**src/sv/tftp_pkg.sv**
```systemverilog
// shared types, constants and helpers for the tftp data receiver
package tftp_pkg;

  // payload size of a full data block and the header length
  localparam int PAYLOAD_BYTES = 512;
  localparam int HDR_BYTES     = 4;
  localparam int BIDX_W        = $clog2(PAYLOAD_BYTES + HDR_BYTES + 1);
  localparam logic [BIDX_W-1:0] BIDX_HDR = BIDX_W'(HDR_BYTES);
  localparam logic [BIDX_W-1:0] BIDX_MAX = BIDX_W'(PAYLOAD_BYTES + HDR_BYTES);
  localparam logic [BIDX_W-1:0] BIDX_OP_HI  = BIDX_W'(0);
  localparam logic [BIDX_W-1:0] BIDX_OP_LO  = BIDX_W'(1);
  localparam logic [BIDX_W-1:0] BIDX_BLK_HI = BIDX_W'(2);
  localparam logic [BIDX_W-1:0] BIDX_BLK_LO = BIDX_W'(3);

  // tftp opcodes and characters
  localparam logic [15:0] OPC_DATA  = 16'd3;
  localparam logic [15:0] OPC_ERROR = 16'd5;
  localparam logic [7:0]  CH_CR     = 8'h0D;
  localparam logic [7:0]  CH_LF     = 8'h0A;

  // configuration port
  localparam int CFG_AW = 3;
  localparam logic [CFG_AW-1:0] REG_NETASCII  = 3'd0;
  localparam logic [CFG_AW-1:0] REG_RETRY_LIM = 3'd4;
  localparam logic [7:0] RETRY_LIM_RST = 8'd5;

  // results caused by one item
  localparam int MAX_RES = 4;
  localparam int RCNT_W  = $clog2(MAX_RES + 1);
  localparam int RIDX_W  = $clog2(MAX_RES);

  typedef enum logic [1:0] {
    OP_BYTE  = 2'd0,
    OP_TICK  = 2'd1,
    OP_START = 2'd2
  } op_t;

  typedef enum logic [2:0] {
    KIND_BYTE     = 3'd0,
    KIND_ACK      = 3'd1,
    KIND_COMPLETE = 3'd2,
    KIND_ABORT    = 3'd3,
    KIND_EXHAUST  = 3'd4
  } kind_t;

  typedef struct packed {
    kind_t       kind;
    logic [15:0] value;
    logic        last;
  } res_t;

  typedef struct packed {
    res_t [MAX_RES-1:0] slot;
    logic [RCNT_W-1:0]  cnt;
  } res_set_t;

  // append one result to a set
  function automatic res_set_t push_res(res_set_t s, kind_t kind, logic [15:0] value);
    res_set_t r;
    r = s;
    if (s.cnt < RCNT_W'(MAX_RES)) begin
      r.slot[s.cnt[RIDX_W-1:0]].kind  = kind;
      r.slot[s.cnt[RIDX_W-1:0]].value = value;
      r.slot[s.cnt[RIDX_W-1:0]].last  = 1'b0;
      r.cnt = s.cnt + RCNT_W'(1);
    end
    return r;
  endfunction

endpackage

```
**src/sv/tftp_rx_cfg.sv**
```systemverilog
// configuration registers behind the apb port
module tftp_rx_cfg import tftp_pkg::*; (
  input  logic              clk,
  input  logic              rst_n,
  input  logic              psel,
  input  logic              penable,
  input  logic              pwrite,
  input  logic [CFG_AW-1:0] paddr,
  input  logic [31:0]       pwdata,
  output logic [31:0]       prdata,
  output logic              netascii,
  output logic [7:0]        retry_lim
);

  logic       netascii_r;
  logic [7:0] retry_lim_r;
  logic       wr_en;

  assign wr_en = psel & penable & pwrite;

  // register writes
  always_ff @(posedge clk) begin
    if (!rst_n) begin
      netascii_r  <= 1'b0;
      retry_lim_r <= RETRY_LIM_RST;
    end else if (wr_en) begin
      if (paddr == REG_NETASCII) begin
        netascii_r <= pwdata[0];
      end
      if (paddr == REG_RETRY_LIM) begin
        retry_lim_r <= pwdata[7:0];
      end
    end
  end

  // read mux
  always_comb begin
    prdata = 32'd0;
    if (paddr == REG_NETASCII) begin
      prdata = {31'd0, netascii_r};
    end else if (paddr == REG_RETRY_LIM) begin
      prdata = {24'd0, retry_lim_r};
    end
  end

  assign netascii  = netascii_r;
  assign retry_lim = retry_lim_r;

endmodule

```
**src/sv/tftp_rx_core.sv**
```systemverilog
// input register and per-item protocol logic of the tftp receiver
module tftp_rx_core import tftp_pkg::*; (
  input  logic       clk,
  input  logic       rst_n,
  input  logic       in_valid,
  output logic       in_ready,
  input  logic [1:0] in_op,
  input  logic [7:0] in_byte,
  input  logic       in_eop,
  input  logic       netascii,
  input  logic [7:0] retry_lim,
  input  logic       buf_free,
  output logic       load,
  output res_set_t   res
);

  typedef enum logic [1:0] {
    ST_IDLE = 2'd0,
    ST_RX   = 2'd1,
    ST_DONE = 2'd2
  } xfer_t;

  // input register
  logic       item_vld_r;
  op_t        op_r;
  logic [7:0] byte_r;
  logic       eop_r;

  // transfer state
  xfer_t             st_r, st_nxt;
  logic [15:0]       exp_r, exp_nxt;
  logic [7:0]        retry_r, retry_nxt;
  logic [BIDX_W-1:0] bidx_r, bidx_nxt;
  logic [15:0]       opc_r, opc_nxt;
  logic [15:0]       blk_r, blk_nxt;
  logic              crp_r, crp_nxt;
  res_set_t          rs;

  assign load     = item_vld_r & buf_free;
  assign in_ready = ~item_vld_r | buf_free;

  always_ff @(posedge clk) begin
    if (!rst_n) begin
      item_vld_r <= 1'b0;
    end else if (in_ready) begin
      item_vld_r <= in_valid;
    end
  end

  always_ff @(posedge clk) begin
    if (in_ready && in_valid) begin
      op_r   <= op_t'(in_op);
      byte_r <= in_byte;
      eop_r  <= in_eop;
    end
  end

  // next state and results for the registered item
  always_comb begin
    logic skip;
    st_nxt    = st_r;
    exp_nxt   = exp_r;
    retry_nxt = retry_r;
    bidx_nxt  = bidx_r;
    opc_nxt   = opc_r;
    blk_nxt   = blk_r;
    crp_nxt   = crp_r;
    rs        = '0;
    skip      = 1'b0;
    unique case (op_r)
      OP_START: begin
        st_nxt    = ST_RX;
        exp_nxt   = 16'd1;
        retry_nxt = 8'd0;
        bidx_nxt  = '0;
        opc_nxt   = 16'd0;
        blk_nxt   = 16'd0;
        crp_nxt   = 1'b0;
      end
      OP_TICK: begin
        if (st_r == ST_RX) begin
          if (retry_r != 8'hFF) begin
            retry_nxt = retry_r + 8'd1;
          end
          if (retry_nxt >= retry_lim) begin
            rs     = push_res(rs, KIND_EXHAUST, 16'd0);
            st_nxt = ST_DONE;
          end
        end
      end
      OP_BYTE: begin
        if (st_r == ST_RX) begin
          // header capture or payload byte
          if (bidx_r < BIDX_MAX) begin
            if (bidx_r == BIDX_OP_HI) begin
              opc_nxt = {byte_r, 8'd0};
            end else if (bidx_r == BIDX_OP_LO) begin
              opc_nxt = {opc_r[15:8], byte_r};
            end else if (bidx_r == BIDX_BLK_HI) begin
              blk_nxt = {byte_r, 8'd0};
            end else if (bidx_r == BIDX_BLK_LO) begin
              blk_nxt = {blk_r[15:8], byte_r};
            end else if (opc_r == OPC_DATA && blk_r == exp_r) begin
              // netascii cr lf folding
              if (crp_r) begin
                crp_nxt = 1'b0;
                if (netascii && byte_r == CH_LF) begin
                  rs   = push_res(rs, KIND_BYTE, {8'd0, CH_LF});
                  skip = 1'b1;
                end else begin
                  rs = push_res(rs, KIND_BYTE, {8'd0, CH_CR});
                end
              end
              if (!skip) begin
                if (netascii && byte_r == CH_CR) begin
                  crp_nxt = 1'b1;
                end else begin
                  rs = push_res(rs, KIND_BYTE, {8'd0, byte_r});
                end
              end
            end
            bidx_nxt = bidx_r + BIDX_W'(1);
          end
          // packet end
          if (eop_r) begin
            if (bidx_nxt >= BIDX_HDR) begin
              retry_nxt = 8'd0;
              if (opc_nxt == OPC_ERROR) begin
                rs     = push_res(rs, KIND_ABORT, 16'd0);
                st_nxt = ST_DONE;
              end else if (opc_nxt == OPC_DATA) begin
                if (blk_nxt == exp_r) begin
                  if (crp_nxt) begin
                    rs = push_res(rs, KIND_BYTE, {8'd0, CH_CR});
                  end
                  rs      = push_res(rs, KIND_ACK, blk_nxt);
                  exp_nxt = exp_r + 16'd1;
                  if (bidx_nxt < BIDX_MAX) begin
                    rs     = push_res(rs, KIND_COMPLETE, 16'd0);
                    st_nxt = ST_DONE;
                  end
                end else if (blk_nxt < exp_r) begin
                  rs = push_res(rs, KIND_ACK, blk_nxt);
                end
              end
            end
            crp_nxt  = 1'b0;
            bidx_nxt = '0;
          end
        end
      end
      default: begin
        st_nxt = st_r;
      end
    endcase
    // mark the final result of the item
    if (rs.cnt != '0) begin
      rs.slot[RIDX_W'(rs.cnt - RCNT_W'(1))].last = 1'b1;
    end
  end

  assign res = rs;

  // state update once the item's results have a place
  always_ff @(posedge clk) begin
    if (!rst_n) begin
      st_r    <= ST_IDLE;
      exp_r   <= 16'd1;
      retry_r <= 8'd0;
      bidx_r  <= '0;
      opc_r   <= 16'd0;
      blk_r   <= 16'd0;
      crp_r   <= 1'b0;
    end else if (load) begin
      st_r    <= st_nxt;
      exp_r   <= exp_nxt;
      retry_r <= retry_nxt;
      bidx_r  <= bidx_nxt;
      opc_r   <= opc_nxt;
      blk_r   <= blk_nxt;
      crp_r   <= crp_nxt;
    end
  end

endmodule

```
**src/sv/tftp_rx_outbuf.sv**
```systemverilog
// result register set, drained one result per handshake
module tftp_rx_outbuf import tftp_pkg::*; (
  input  logic     clk,
  input  logic     rst_n,
  input  logic     load,
  input  res_set_t res,
  output logic     buf_free,
  output logic     out_valid,
  input  logic     out_ready,
  output res_t     out_res
);

  res_t              slot_r [MAX_RES];
  logic [RCNT_W-1:0] cnt_r;
  logic [RIDX_W-1:0] rd_r;
  logic              take;
  logic              at_last;

  assign out_valid = (cnt_r != '0);
  assign take      = out_valid & out_ready;
  assign at_last   = (RCNT_W'(rd_r) + RCNT_W'(1)) == cnt_r;
  assign buf_free  = ~out_valid | (take & at_last);
  assign out_res   = slot_r[rd_r];

  // fill and drain control
  always_ff @(posedge clk) begin
    if (!rst_n) begin
      cnt_r <= '0;
      rd_r  <= '0;
    end else if (load) begin
      cnt_r <= res.cnt;
      rd_r  <= '0;
    end else if (take) begin
      if (at_last) begin
        cnt_r <= '0;
        rd_r  <= '0;
      end else begin
        rd_r <= rd_r + RIDX_W'(1);
      end
    end
  end

  // result payload
  always_ff @(posedge clk) begin
    if (load) begin
      for (int i = 0; i < MAX_RES; i++) begin
        slot_r[i] <= res.slot[i];
      end
    end
  end

endmodule

```
**src/sv/tftp_data_receiver_top.sv**
```systemverilog
// tftp data receiver: one datagram byte, tick or start per input item
// results of an item pass from the input register into the result register set and on to out_*
// throughput: one item per cycle while each item gives at most one result and out_tready
//   is high; an item that gives more results holds the output register set until all are taken
// items that give no result pass at one per cycle while the output register set is free
// reset: synchronous active-low rst_n clears handshakes and transfer state to idle
module tftp_data_receiver_top import tftp_pkg::*; (
  input  logic              clk,
  input  logic              rst_n,
  input  logic              in_tvalid,
  output logic              in_tready,
  input  logic [7:0]        in_tdata,   // [7:0] data_byte
  input  logic [1:0]        in_tuser,   // [1:0] operation
  input  logic              in_tlast,
  output logic              out_tvalid,
  input  logic              out_tready,
  output logic [15:0]       out_tdata,  // [15:0] value
  output logic [2:0]        out_tuser,  // [2:0] kind
  output logic              out_tlast,
  input  logic              cfg_psel,
  input  logic              cfg_penable,
  input  logic              cfg_pwrite,
  input  logic [CFG_AW-1:0] cfg_paddr,
  input  logic [31:0]       cfg_pwdata,
  output logic [31:0]       cfg_prdata,
  output logic              cfg_pready
);

  logic       netascii;
  logic [7:0] retry_lim;
  logic       buf_free;
  logic       load;
  res_set_t   res;
  res_t       out_res;

  assign cfg_pready = 1'b1;

  // configuration registers
  tftp_rx_cfg u_cfg (
    .clk        (clk),
    .rst_n      (rst_n),
    .psel       (cfg_psel),
    .penable    (cfg_penable),
    .pwrite     (cfg_pwrite),
    .paddr      (cfg_paddr),
    .pwdata     (cfg_pwdata),
    .prdata     (cfg_prdata),
    .netascii   (netascii),
    .retry_lim  (retry_lim)
  );

  // protocol logic
  tftp_rx_core u_core (
    .clk        (clk),
    .rst_n      (rst_n),
    .in_valid   (in_tvalid),
    .in_ready   (in_tready),
    .in_op      (in_tuser),
    .in_byte    (in_tdata),
    .in_eop     (in_tlast),
    .netascii   (netascii),
    .retry_lim  (retry_lim),
    .buf_free   (buf_free),
    .load       (load),
    .res        (res)
  );

  // result registers
  tftp_rx_outbuf u_outbuf (
    .clk      (clk),
    .rst_n    (rst_n),
    .load     (load),
    .res      (res),
    .buf_free (buf_free),
    .out_valid(out_tvalid),
    .out_ready(out_tready),
    .out_res  (out_res)
  );

  assign out_tdata = out_res.value;
  assign out_tuser = out_res.kind;
  assign out_tlast = out_res.last;

endmodule

```
**config.mk**
```make
export PLATFORM = sky130hd
export DESIGN_NAME = tftp_data_receiver_top
export DESIGN_NICKNAME = d
export VERILOG_FILES = /design/src/sv/tftp_pkg.sv /design/src/sv/tftp_rx_cfg.sv /design/src/sv/tftp_rx_core.sv /design/src/sv/tftp_rx_outbuf.sv /design/src/sv/tftp_data_receiver_top.sv
export SDC_FILE = /design/constraint.sdc
export NUM_CORES = 1
export LEC_CHECK = 0
export ABC_AREA = 1
export BUFFER_PORTS_ARGS = -buffer_cell sky130_fd_sc_hd__buf_4
export CORE_MARGIN = 4
export CORE_UTILIZATION = 65
export CTS_BUF_LIST = sky130_fd_sc_hd__clkbuf_4 sky130_fd_sc_hd__clkbuf_8 sky130_fd_sc_hd__clkbuf_16
export CTS_CLUSTER_DIAMETER = 40
export CTS_CLUSTER_SIZE = 14
export DETAILED_ROUTE_END_ITERATION = 10
export GPL_ROUTABILITY_DRIVEN = 0
export PLACE_DENSITY = 0.86
export SLEW_MARGIN = 40
export SYNTH_ARGS = -nofsm -noshare
export SYNTH_HDL_FRONTEND = slang
export SYNTH_SLANG_ARGS = --single-unit
```
**constraint.sdc**
```tcl
create_clock -name clk -period 6.5 [get_ports clk]
set_input_delay 0 -clock clk [delete_from_list [all_inputs] [get_ports clk]]
set_output_delay 0 -clock clk [all_outputs]
set_load 0.02 [all_outputs]
```
* After elaboration in Yosys (flattened, before gate mapping) *
Memories as Yosys holds them, arrays and structs flattened. A register that Yosys moved wholly into a read port is not among the register bits.
Index checks and enable logic that the tools add are counted.

word-level totals
  bits in registers = 95
  memory bits (writable) = 80
  input bits = 53
  output and inout port bits = 55
  memories = 1

memory list
  name             words  width  rd ports  clocked after memory_dff  wr ports  RTL line              source
  u_outbuf.slot_r  4      20     1         1                         4         tftp_rx_outbuf.sv:13  res_t slot_r [MAX_RES];

operators by class
  add/sub/neg operators = 10
  order comparisons = 19
  equal/unequal tests = 27
  muxes and demuxes = 178
  bitwise logic cells = 10
  reductions and logical operators = 26

operator list
  operator                                        count
  2-to-1 mux 83 bit                               49
  bitwise mux 80 bit                              19
  demux 20 bit (select 2 bit)                     13
  2-to-1 mux 16 bit                               18
  one-hot mux 83 bit (2 select lines)             1
  one-hot mux 16 bit (2 select lines)             3
  2-to-1 mux 20 bit                               4
  2-to-1 mux 8 bit                                10
  2-to-1 mux 80 bit                               1
  2-to-1 mux 17 bit                               4
  2-to-1 mux 10 bit                               5
  == test 16 bit                                  2
  == test 16 x 2 -> 1 bit, second input constant  2
  2-to-1 mux 32 bit                               1
  2-to-1 mux 1 bit                                29
  2-to-1 mux 2 bit                                12
  one-hot mux 8 bit (3 select lines)              1
  2-to-1 mux 23 bit                               1
  == test 10 x 2 -> 1 bit, second input constant  2
  < comparator 10 bit, second input constant      2
  one-hot mux 10 bit (2 select lines)             1
  adder 16 x 1 -> 16 bit, second input constant   1
  == test 16 x 3 -> 1 bit, second input constant  1
  == test 8 x 4 -> 1 bit, second input constant   2
  other kinds (40)                                86

* Logic depth before layout (Yosys ltp) *
  word-level depth = 84
  depth in mapped cells = 31
  depth with buffers taken out = 31

* Modules after synthesis *
From an unflattened synthesis, not the netlist that was laid out.

unflattened totals
  cell total of the unflattened synthesis = 1684
  area total of the unflattened synthesis = 11811.3 um2

modules (own cells, without submodules)
  module                  times used  cells each  area each (um2)  sequential area each (um2)
  tftp_rx_core            1           1341        7846.3           1731.7
  tftp_rx_outbuf          1           237         3270.6           2542.4
  tftp_rx_cfg             1           104         683.2            180.2
  tftp_data_receiver_top  1           2           11.3             0.0

* Worst setup path after synthesis *
No wires, ideal clock.

  path kind = reg2reg
  start = reg u_core.byte_r[1]
  end = mem u_outbuf.slot_r[1][5] (netlist bit) (data pin)
  arrival time = 3708 ps
  required time = 6348 ps
  path slack = 2639 ps
  stages on the path, launching flop included = 27
  path buffers = 0
  clock period less this slack = 3861 ps
  cells stage by stage = edfxtp_1 inv_1 nand2_1 nor4_2 inv_1 ha_1 o21bai_1 nand2_1 inv_1 ha_1 inv_1 nand2_1 o21a_1 ha_1 nand2_1 o21ai_2 inv_1 ha_1 nand3_1 nor2_1 nor2_1 inv_1 o21ai_1 nand2_1 nand2_1 nand2_1 o21ai_0

RTL lines
  what                      RTL line              source
  start: declaration        tftp_rx_core.sv:26    logic [7:0] byte_r;
  start signal: assignment  tftp_rx_core.sv:53    byte_r <= in_byte;
  end: declaration          tftp_rx_outbuf.sv:13

==> metrics.cfg <==
[outcome]
status = finished clean

[final_layout]
antenna_cells = 0
syn_to_final_growth_pct = 12.09
final_nets = 1754
final_cells = 1890
layout-drive-gt1-share = 0.1030

[synthesis]
synth_edf_count = 88
netlist.top_cell.by_area = edfxtp_1
async_reset_ff_frac = 0
yosysWarnings = 0
synthTopCellsByArea = edfxtp_1, dfxtp_1, nand2_1
synth_top_area_share = 0.2337
synth.distinct_cells = 57
ys_seq_area_frac = 0.3860
netlist_instances = 1589
syn_area_sq_mm = 0.01131
synth_flop_cell = edfxtp_1
synth.avg_cell_area_sq_um = 7.115
synth-seq-cells = 174

[clocking]
cts_sinks = 174
path_clk_slew_ns = 0.07
ctsRootBufferMaster = clkbuf_16
cts.htree.levels = 4
holdBufCountCts = 31
cts_buffer_depth = 2
cts_setup_buffers = 0
cts_tree = yes
cts_resized = 0
cts_buffers = 17
insertion_delay_ns = 0.45

[placement]
port_buffers = 58
place_hpwl_um = 21450
pre_cts_ws_ns = 1.369
placed_cells = 1827

[route]
wire_per_inst_um = 16.70
drt-initial-drc-count = 1336
postRouteWirelength_um = 31560
drc_errors = 0
num_vias = 11290
via_per_inst = 5.972
ant_nets = 0
dr.pass1.iters = 7

[timing]
tns_ns = 0
finalSetupViolCount = 0
finalCritPeriodShare = 0.8319
period_minus_slack_ns = 5.407
slew-limit-headroom = 0.5020
slew_viol_final = 0
finalWorstSetupSlack_ns = 1.093
finClkSkew_ns = 0.01366
rsz0062_at_grt = no
max_freq_ghz = 0.1849
tightest_slew_ns = 0.7469
hold_viol = 0

[setup_path]
rrSetupSlack_ns = 1.09
critPathMaxStageDelay_ns = 0.49
startpoint_type = register
critical_path_arrival_ns = 5.61
required_ns = 6.71
critical_path_peak_fanout = 13
cp-end-kind = register
crit_type = reg -> reg
slowest_stage = nor3_2

[power_and_ir_drop]
power.density_mw_per_mm2 = 187.6
p_total_w = 0.002378
power.leakage_nw = 5.440
ir_worst_vdd_mv = 0.1791

[flow_run]
cap_violations = 0

[floorplan]
dieArea_sq_mm = 0.01957
start_util = 0.6722
chipWidth_um = 139.9
io-pin-count = 108
chipHeight_um = 139.9
rows = 47
core_area_sq_mm = 0.01682

[global_routing]
first_global_vias = 10650
antenna_found_initial = 0
grt_max_degree = 83
grt_pass1_wl_um = 51550
grt.total_usage = 0.3225
gr-total-overflow = 0

[min_path]
hp-class = in -> reg

-- metal layers --
layer | global-route usage | vias to the layer above | wire length (um)
met5 | 0 | - | 0
met1 | 0.4177 | 5106 | 12190
met3 | 0.06381 | 145 | 3274
li1 | - | 5347 | -
met4 | 0.1652 | 0 | 1598
met2 | 0.5146 | 689 | 14500
-- state kept, by name (all words and copies together) (netlist names), 2 cells and up, named ones only --
name             flops
u_core.bidx_r       10
u_core.op_r          2
u_outbuf.slot_r     77
u_core.exp_r        16
u_core.retry_r       8
u_core.opc_r        16
u_core.blk_r        16
u_core.byte_r        8
u_cfg.retry_lim      8
u_outbuf.cnt_r       3
u_core.st_r          2
u_outbuf.rd_r        2
-- cells in the mapped netlist, types with 25 or more instances --
library cell,number
nand3_1,72
clkbuf_1,30
nor3_1,29
ha_1,44
o21ai_0,119
buf_4,28
a21oi_1,114
edfxtp_1,88
dfxtp_1,86
nand2_1,358
inv_1,192
o22ai_1,25
nor2_1,211
-- final timing paths --
check	to	start	cells after the start
worst max-delay path	u_outbuf.slot_r[3][0]	u_core.bidx_r[6]	25
worst min-delay path	u_cfg.retry_lim[2]	cfg_penable	4
worst max register to register	u_outbuf.slot_r[3][0]	u_core.bidx_r[6]	25
worst min register to register	u_core.st_r[1]	u_core.st_r[1]	2
-- final cells by class --
type | count | area [sq um]
multi-input cells | 1160 | 5843
fillers | 1239 | 4146
well taps | 220 | 275.3
inverters | 208 | 784.5
repair buffers | 96 | 802.0
flip-flops and latches | 174 | 4364
clock inverters | 15 | 177.7
clock buffers | 17 | 425.4
-- power breakdown --
| part | internal (W) | switching, W |
|---|---|---|
| clock | 0.000523 | 0.000522 |
| combinational | 0.0000510 | 0.000103 |
| sequential | 0.00117 | 0.0000142 |
-- per-stage QoR --
stage	util	area [sq um]	hold WS, ns
3_5_place_dp	0.6992	11760	0.1793
2_1_floorplan	-	11390	0.09887
5_1_grt	0.7535	12670	0.1183
6_report	0.7535	12670	0.06588
3_3_place_gp	0.6989	11760	0.1780
4_1_cts	0.7535	12670	0.01860
-- cells by family (layout without fill, tap and decap cells) --
kind of cell    Yosys count  after routing  synth area share
xor+xnor                 14             14           0.01084
buf+inv                 278            336            0.1048
compound gates          327            327            0.1625
simple gates            750            750            0.2865
other cells               2             25         0.0006643
fa+ha+maj                44             44           0.04869
flops                   174            174            0.3860
-- cell usage in the layout, fill, tap and decap left out, drive strengths merged, types with 31 or more instances in the layout --
cell type and count:
inv 215, o21ai 135, nand2 367, a21oi 116, ha 44, edfxtp 88
nor2 226, nor3 32, buf 65, dlygate4sd3 31, nand3 75, dfxtp 86
-- worst max-delay path, delay by kind of cell, from the launching register on --
| kind | cells | cell delay, ns |
|---|---|---|
| flops | 1 | 0.39 |
| compound gates | 2 | 0.56 |
| buf+inv | 6 | 1.16 |
| fa+ha+maj | 1 | 0.33 |
| simple gates | 16 | 2.72 |
No activity file was read; power rests on OpenSTA's default activity.
